### config.mk
export PLATFORM = sky130hd
export DESIGN_NAME = press_to_send_latency_monitor_unit
export DESIGN_NICKNAME = d
export VERILOG_FILES = /design/src/rtl/ptslm_pkg.sv /design/src/rtl/ptslm_div.sv /design/src/rtl/press_to_send_latency_monitor_unit.sv
export SDC_FILE = /design/constraint.sdc
export NUM_CORES = 1
export LEC_CHECK = 0
export BUFFER_PORTS_ARGS = -buffer_cell sky130_fd_sc_hd__buf_2
export CELL_PAD_IN_SITES_DETAIL_PLACEMENT = 1
export CELL_PAD_IN_SITES_GLOBAL_PLACEMENT = 2
export CORE_MARGIN = 8
export CORE_UTILIZATION = 23
export DETAILED_ROUTE_END_ITERATION = 10
export GPL_ROUTABILITY_DRIVEN = 0
export PLACE_DENSITY = 0.51
export SYNTH_ARGS = -nofsm -noshare
export SYNTH_HDL_FRONTEND = slang
export SYNTH_HIERARCHICAL = 1
export SYNTH_SLANG_ARGS = --single-unit
### constraint.sdc
create_clock -name clk -period 4.2 [get_ports clk]
set_input_delay 0 -clock clk [delete_from_list [all_inputs] [get_ports clk]]
set_output_delay 0 -clock clk [all_outputs]
set_load 0.005 [all_outputs]
### src/rtl/ptslm_pkg.sv
package ptslm_pkg;

  // Ring geometry
  localparam int SampleDepth = 16;
  localparam int IdxW = (SampleDepth > 1) ? $clog2(SampleDepth) : 1;
  localparam int CntW = $clog2(SampleDepth + 1);

  // Field widths
  localparam int StampW = 32;
  localparam int CfgW = 10;
  localparam int UsW = 21;
  localparam int TotalW = 14;
  localparam int ByteW = 7;
  localparam int ReqW = 3;

  // Limits and reset values
  localparam logic [UsW-1:0] UsMax = 21'h1FFFFF;
  localparam logic [TotalW-1:0] TotalMax = 14'h3FFF;
  localparam logic [CfgW-1:0] CfgReset = 10'd72;

  // Request codes
  typedef enum logic [ReqW-1:0] {
    REQ_MARK   = 3'd0,
    REQ_TAKE   = 3'd1,
    REQ_BEGIN  = 3'd2,
    REQ_END    = 3'd3,
    REQ_SENT   = 3'd4,
    REQ_REPORT = 3'd5
  } req_t;

  // Sequencer states
  typedef enum logic [1:0] {
    S_IDLE,
    S_DIV,
    S_EMIT
  } state_t;

endpackage

### src/rtl/ptslm_div.sv
// Restoring divider, one quotient bit per cycle.
module ptslm_div (
  input  logic                              clk,
  input  logic                              rst,
  input  logic                              start,
  input  logic [ptslm_pkg::StampW-1:0]      dividend,
  input  logic [ptslm_pkg::CfgW-1:0]        divisor,
  output logic                              done,
  output logic [ptslm_pkg::StampW-1:0]      quotient
);

  localparam int StepW = $clog2(ptslm_pkg::StampW);

  logic                            running;
  logic [StepW-1:0]                step_cnt;
  logic [ptslm_pkg::StampW-1:0]    dvd;
  logic [ptslm_pkg::CfgW-1:0]      rem;
  logic [ptslm_pkg::CfgW:0]        trial;
  logic                            fits;

  // Trial subtract of the divisor from the partial remainder
  always_comb begin
    trial = {rem, dvd[ptslm_pkg::StampW-1]};
    fits  = trial >= {1'b0, divisor};
  end

  // Control
  always_ff @(posedge clk) begin
    if (rst) begin
      running  <= 1'b0;
      done     <= 1'b0;
      step_cnt <= '0;
    end else begin
      done <= 1'b0;
      if (start) begin
        running  <= 1'b1;
        step_cnt <= StepW'(ptslm_pkg::StampW - 1);
      end else if (running) begin
        step_cnt <= step_cnt - StepW'(1);
        if (step_cnt == '0) begin
          running <= 1'b0;
          done    <= 1'b1;
        end
      end
    end
  end

  // Dividend shifts out on top, quotient bits enter at the bottom
  always_ff @(posedge clk) begin
    if (start) begin
      dvd <= dividend;
      rem <= '0;
    end else if (running) begin
      dvd <= {dvd[ptslm_pkg::StampW-2:0], fits};
      rem <= fits ? ptslm_pkg::CfgW'(trial - {1'b0, divisor})
                  : ptslm_pkg::CfgW'(trial);
    end
  end

  assign quotient = dvd;

endmodule

### src/rtl/press_to_send_latency_monitor_unit.sv
// Mark, take, begin, end and ignored events complete without raising busy.
// A closing sent event holds busy through the 32-step serial divide, one bit per cycle.
// A report holds busy while it sends 5 + 3 * stored samples bytes, one byte per cycle.
// Report bytes start the cycle after the request is accepted; the receiver cannot stall.
// Synchronous active-high rst clears all control state; us_divisor resets to 72.
module press_to_send_latency_monitor_unit (
  input  logic                            clk,
  input  logic                            rst,
  input  logic                            start,
  output logic                            busy,
  input  logic [ptslm_pkg::ReqW-1:0]      req_type,
  input  logic [ptslm_pkg::StampW-1:0]    stamp,
  input  logic                            from_interrupt,
  input  logic                            clear_after,
  input  logic                            cfg_write,
  input  logic [ptslm_pkg::CfgW-1:0]      cfg_data,
  output logic                            result_valid,
  output logic [ptslm_pkg::ByteW-1:0]     report_byte,
  output logic                            last_byte
);

  localparam int IdxW = ptslm_pkg::IdxW;
  localparam int CntW = ptslm_pkg::CntW;
  localparam int UsW  = ptslm_pkg::UsW;

  ptslm_pkg::state_t state, state_next;

  logic [ptslm_pkg::CfgW-1:0]     us_divisor;
  logic [ptslm_pkg::StampW-1:0]   pending_time;
  logic                           pending_valid;
  logic [ptslm_pkg::StampW-1:0]   pass_time;
  logic                           pass_armed;
  logic [ptslm_pkg::StampW-1:0]   open_time;
  logic                           open_flag;
  logic [IdxW-1:0]                write_index;
  logic [CntW-1:0]                stored_count;
  logic [ptslm_pkg::TotalW-1:0]   timed_total;
  logic [UsW-1:0]                 worst_us;

  // Sample ring
  logic [UsW-1:0]                 ring [ptslm_pkg::SampleDepth];
  logic [UsW-1:0]                 ring_rdata;
  logic [IdxW-1:0]                rd_ptr;

  // Report serializer
  logic [UsW-1:0]                 rpt_shift;
  logic [1:0]                     byte_cnt;
  logic                           emit_total;
  logic [CntW-1:0]                smp_left;
  logic                           clear_req;

  logic                           accept;
  logic                           div_start;
  logic                           div_done;
  logic [ptslm_pkg::StampW-1:0]   quotient;
  logic [UsW-1:0]                 us_sat;
  logic [CntW-1:0]                wi_ext;
  logic [IdxW-1:0]                first_idx;
  logic                           word_end;

  assign busy      = (state != ptslm_pkg::S_IDLE);
  assign accept    = start && !busy;
  assign div_start = accept && (req_type == ptslm_pkg::REQ_SENT) && open_flag
                     && !from_interrupt;

  ptslm_div u_div (
    .clk      (clk),
    .rst      (rst),
    .start    (div_start),
    .dividend (stamp - open_time),
    .divisor  (us_divisor),
    .done     (div_done),
    .quotient (quotient)
  );

  // Saturate the quotient to the sample width
  assign us_sat = (|quotient[ptslm_pkg::StampW-1:UsW]) ? ptslm_pkg::UsMax
                                                        : quotient[UsW-1:0];

  // Oldest stored sample
  always_comb begin
    wi_ext = CntW'(write_index);
    if (wi_ext >= stored_count) begin
      first_idx = IdxW'(wi_ext - stored_count);
    end else begin
      first_idx = IdxW'(wi_ext + CntW'(ptslm_pkg::SampleDepth) - stored_count);
    end
  end

  assign word_end = (byte_cnt == 2'd0);

  // State register
  always_ff @(posedge clk) begin
    if (rst) begin
      state <= ptslm_pkg::S_IDLE;
    end else begin
      state <= state_next;
    end
  end

  // Next state and outputs
  always_comb begin
    state_next   = state;
    result_valid = 1'b0;
    last_byte    = 1'b0;
    report_byte  = rpt_shift[UsW-1:UsW-ptslm_pkg::ByteW];
    unique case (state)
      ptslm_pkg::S_IDLE: begin
        if (div_start) begin
          state_next = ptslm_pkg::S_DIV;
        end else if (accept && req_type == ptslm_pkg::REQ_REPORT) begin
          state_next = ptslm_pkg::S_EMIT;
        end
      end
      ptslm_pkg::S_DIV: begin
        if (div_done) begin
          state_next = ptslm_pkg::S_IDLE;
        end
      end
      ptslm_pkg::S_EMIT: begin
        result_valid = 1'b1;
        last_byte    = word_end && !emit_total && (smp_left == '0);
        if (last_byte) begin
          state_next = ptslm_pkg::S_IDLE;
        end
      end
      default: begin
        state_next = ptslm_pkg::S_IDLE;
      end
    endcase
  end

  // Ring write and registered read
  always_ff @(posedge clk) begin
    if (state == ptslm_pkg::S_DIV && div_done) begin
      ring[write_index] <= us_sat;
    end
    ring_rdata <= ring[rd_ptr];
  end

  // Event latches, counters and configuration
  always_ff @(posedge clk) begin
    if (rst) begin
      us_divisor    <= ptslm_pkg::CfgReset;
      pending_time  <= '0;
      pending_valid <= 1'b0;
      pass_time     <= '0;
      pass_armed    <= 1'b0;
      open_time     <= '0;
      open_flag     <= 1'b0;
      write_index   <= '0;
      stored_count  <= '0;
      timed_total   <= '0;
      worst_us      <= '0;
    end else begin
      if (cfg_write) begin
        us_divisor <= cfg_data;
      end

      if (accept) begin
        unique case (req_type)
          ptslm_pkg::REQ_MARK: begin
            if (!pending_valid) begin
              pending_time  <= stamp;
              pending_valid <= 1'b1;
            end
          end
          ptslm_pkg::REQ_TAKE: begin
            pass_armed    <= pending_valid;
            pass_time     <= pending_time;
            pending_valid <= 1'b0;
          end
          ptslm_pkg::REQ_BEGIN: begin
            open_flag <= pass_armed;
            open_time <= pass_time;
          end
          ptslm_pkg::REQ_END: begin
            open_flag <= 1'b0;
          end
          ptslm_pkg::REQ_SENT: begin
            if (!from_interrupt) begin
              open_flag <= 1'b0;
            end
          end
          default: begin
          end
        endcase
      end

      // Sample lands once the divide finishes
      if (state == ptslm_pkg::S_DIV && div_done) begin
        write_index <= (write_index == IdxW'(ptslm_pkg::SampleDepth - 1))
                       ? '0 : write_index + IdxW'(1);
        if (stored_count < CntW'(ptslm_pkg::SampleDepth)) begin
          stored_count <= stored_count + CntW'(1);
        end
        if (timed_total < ptslm_pkg::TotalMax) begin
          timed_total <= timed_total + ptslm_pkg::TotalW'(1);
        end
        if (us_sat > worst_us) begin
          worst_us <= us_sat;
        end
      end

      // Optional clear after the final byte
      if (state == ptslm_pkg::S_EMIT && last_byte && clear_req) begin
        stored_count <= '0;
        timed_total  <= '0;
        worst_us     <= '0;
      end
    end
  end

  // Report serializer: two 7-bit digits for the total, then three per 21-bit word, top digit first
  always_ff @(posedge clk) begin
    if (rst) begin
      byte_cnt   <= '0;
      emit_total <= 1'b0;
      smp_left   <= '0;
      clear_req  <= 1'b0;
      rd_ptr     <= '0;
    end else if (accept && req_type == ptslm_pkg::REQ_REPORT) begin
      rpt_shift  <= {timed_total, ptslm_pkg::ByteW'(0)};
      byte_cnt   <= 2'd1;
      emit_total <= 1'b1;
      smp_left   <= stored_count;
      rd_ptr     <= first_idx;
      clear_req  <= clear_after;
    end else if (state == ptslm_pkg::S_EMIT) begin
      if (!word_end) begin
        rpt_shift <= {rpt_shift[UsW-ptslm_pkg::ByteW-1:0], ptslm_pkg::ByteW'(0)};
        byte_cnt  <= byte_cnt - 2'd1;
      end else if (emit_total) begin
        rpt_shift  <= worst_us;
        byte_cnt   <= 2'd2;
        emit_total <= 1'b0;
      end else if (smp_left != '0) begin
        rpt_shift <= ring_rdata;
        byte_cnt  <= 2'd2;
        smp_left  <= smp_left - CntW'(1);
        rd_ptr    <= (rd_ptr == IdxW'(ptslm_pkg::SampleDepth - 1))
                     ? '0 : rd_ptr + IdxW'(1);
      end
    end
  end

endmodule

==> results.yml <==
status:
  outcome: "finished clean"
logic_synthesis:
  synth_edf_count: 389
  synthSimpleGateAreaFrac_pct: 9.30
  avgSynthCellArea_um2: 12.9
  synthMuxAreaShare_pct: 11.8
  synth.distinct_cells: 81
  ys_seq_elements: 595
  synthesis.area_um2: 26000
  synthCells: 2017
  ys_seq_area_share_pct: 60.9
  ys_warn_count: 6
  synthAdderAreaFrac_pct: 4.04
  synth_top_family_by_area: "multiplexers"
  synthArstFlopShare_pct: 0
  synth-xor-area-share_pct: 2.02
  synth_compound_area_share_pct: 8.65
  synth_top_flop_cell: "edfxtp_1"
  synth_nets: 2150
route:
  wl_per_cell_um: 19.9
  ant_nets: 0
  viasPerCell: 4.39
  routed_wl_um: 73800
  vias: 16300
  drc_errors: 0
  dr.pass1.iters: 4
  drt_first_iter_violations: 868
cts:
  htreeDepth: 3
  post_cts_resized: 0
  cts_buffers: 72
  cts_tree: "yes"
  ctsHoldBuffers: 69
  cts_sinks: 595
  cts.clk_slew.worst_paths_ps: 60
  ctsRootBufferMaster: "clkbuf_16"
  cts_buffer_depth: 3
  postCtsSetupBuffers: 0
  clock_latency_ps: 610
sta:
  clock_skew_ps: 31.9
  tightestPinTransition_ps: 1080
  finalHoldViolations: 0
  slew_headroom_pct: 27.7
  drv_slew: 0
  fin_crit_sh_pct: 90.6
  finalCriticalPeriod_ps: 3810
  finalSetupViolations: 0
  rsz0062_at_grt: "false"
  max_freq_mhz: 263
  tns_ps: 0
die:
  initial_core_util_pct: 23.1
  dieArea_um2: 124000
  row_count: 123
  fp.dieH_um: 352
  coreArea_um2: 112000
  ioPinCount: 61
  die_w_um: 352
finish:
  final_layout_size_suffix_gt1_share_pct: 19.5
  fin_util_pct: 27.8
  syn_to_final_growth_pct: 20.3
  fin_nets: 2288
  design_area_um2: 31200
  fillers: 12200
setup_path:
  critPathArrivalTime_ps: 4280
  r2r_start: "u_div/quotient[27]$_DFFE_PP_"
  crit_type: "flop to flop"
  reg2reg_slack_ps: 390
  reg2reg_depth: 12
  required_ps: 4680
  cp-end-kind: "flop"
  worst_r2r_endpoint: "worst_us[6]$_SDFFE_PP0P_"
  critPathLaunchType: "flop"
  worstPathMaxFanout: 21
global_route:
  grt_pass1_vias: 17700
  grt_remaining_overflow: 0
  antenna_found_initial: 3
  track_usage_pct: 11.6
  grt_max_degree: 138
  grt_pass1_wl_um: 112000
power_and_ir_drop:
  p_leak_nw: 8.64
  total_power_mw: 13.0
  peakVddDrop_uv: 254
  p_per_area_nw_per_um2: 415
place:
  portBuffers: 60
  place_hpwl_um: 48600
  placed_cell_area_um2: 28100
worst_hold_path:
  whs_path_depth: 5
  min-delay-start: "req_type[0]"
  holdPathEnd: "pass_time[0]$_SDFFE_PP0P_"
  hold_class: "input pin to flop"
run:
  drv_cap: 0
==> kinds of logic (layout without fill, tap and decap cells) <==
logic type      after synthesis  in the layout
buf+inv                     209            404
xor+xnor                     60             60
fa+ha+maj                    82             82
simple gates                548            548
compound gates              353            353
other cells                   0              1
flops                       595            595
mux                         170            170
==> synthesized netlist by cell type, types with 20 or more instances <==
| library cell | n | share of area [%] |
|---|---|---|
| a211oi_1 | 26 | 0.75 |
| a21o_1 | 24 | 0.69 |
| a21oi_1 | 178 | 3.4 |
| buf_2 | 20 | 0.39 |
| clkbuf_1 | 68 | 0.98 |
| dfxtp_1 | 206 | 16 |
| edfxtp_1 | 389 | 45 |
| ha_1 | 79 | 3.8 |
| inv_1 | 95 | 1.4 |
| mux2_2 | 32 | 1.4 |
| mux2i_1 | 33 | 1.3 |
| mux4_2 | 105 | 9.1 |
| nand2_1 | 270 | 3.9 |
| nor2_1 | 120 | 1.7 |
| nor3_1 | 43 | 0.83 |
| o21ai_0 | 35 | 0.67 |
| or2_2 | 23 | 0.55 |
| xnor2_1 | 31 | 1.0 |
| xor2_1 | 29 | 0.98 |
==> critical path, stage by stage, from the launching register on <==
cell and delay (ps):
edfxtp_1 390, nor4_1 290, nand3_1 150, buf_4 240, or2_2 460, ha_1 360
nand4_1 130, or2_1 300, nor3_1 310, o21ai_1 160, o211a_1 440, nor3_1 310
a211oi_1 80
==> per-layer routing <==
layer / vias to the layer above / wire (um) / GRT usage (%)
met4: 0 / 1340 / 2.62
met2: 203 / 35600 / 19.8
met1: 8299 / 34600 / 15.4
li1: 7702 / - / -
met5: - / 0 / 0
met3: 89 / 2200 / 1.94
==> metrics by stage <==
stage                     setup slack, ps  cells  hold WS, ps
after floorplan                      1160   2017         69.1
after global placement                465   3512          214
after detailed placement              371   3512          217
after CTS                             364   3712         82.6
after global routing                 59.0   3712          153
final                                 395   3713          112
==> cell type report <==
class                   count  area, um2  share of cell area (%)
inverters                  95        357                    1.14
repair buffers            178       1450                    4.64
flip-flops and latches    595      15800                    50.6
well taps                1500       1880                    6.01
clock inverters            38        413                    1.32
clock buffers              93       1970                    6.32
multi-input cells        1213       9340                    29.9
diodes                      1       2.50                 0.00801
==> placed cells by master, fill, tap and decap left out, types with 59 or more instances in the layout <==
| cell type | instances |
|---|---|
| a21oi_1 | 178 |
| buf_2 | 59 |
| clkbuf_16 | 73 |
| dfxtp_1 | 203 |
| dlygate4sd3_1 | 69 |
| edfxtp_1 | 389 |
| ha_1 | 79 |
| inv_1 | 95 |
| mux4_2 | 105 |
| nand2_1 | 270 |
| nor2_1 | 107 |
==> report_power, final <==
group          switching (mW)  total [mW]  internal, mW
Combinational           0.312       0.523         0.211
Clock                    2.61        6.24          3.63
Sequential             0.0243        6.21          6.18
==> registers in the layout, indices dropped and copies added, names as in the netlist, 2 cells and up <==
name	flops
pass_time	32
worst_us	21
byte_cnt	2
rd_ptr	4
u_div/quotient	32
stored_count	5
u_div/step_cnt	5
ring	336
timed_total	14
state	2
smp_left	5
u_div/rem	10
rpt_shift	21
write_index	4
ring_rdata	21
us_divisor	10
open_time	32
pending_time	32
==> how the worst max path moves through the flow <==
stage	startpoint	endpoint
finish	u_div/quotient[27]$_DFFE_PP_	worst_us[6]$_SDFFE_PP0P_
CTS	u_div/quotient[27]$_DFFE_PP_	worst_us[6]$_SDFFE_PP0P_
global route	u_div/quotient[25]$_DFFE_PP_	worst_us[17]$_SDFFE_PP0P_
global placement	u_div/quotient[24]$_DFFE_PP_	worst_us[0]$_SDFFE_PP0P_
detailed placement	u_div/quotient[27]$_DFFE_PP_	worst_us[6]$_SDFFE_PP0P_
floorplan	u_div/quotient[25]$_DFFE_PP_	worst_us[10]$_SDFFE_PP0P_
Power figures use the tool's default switching activity.
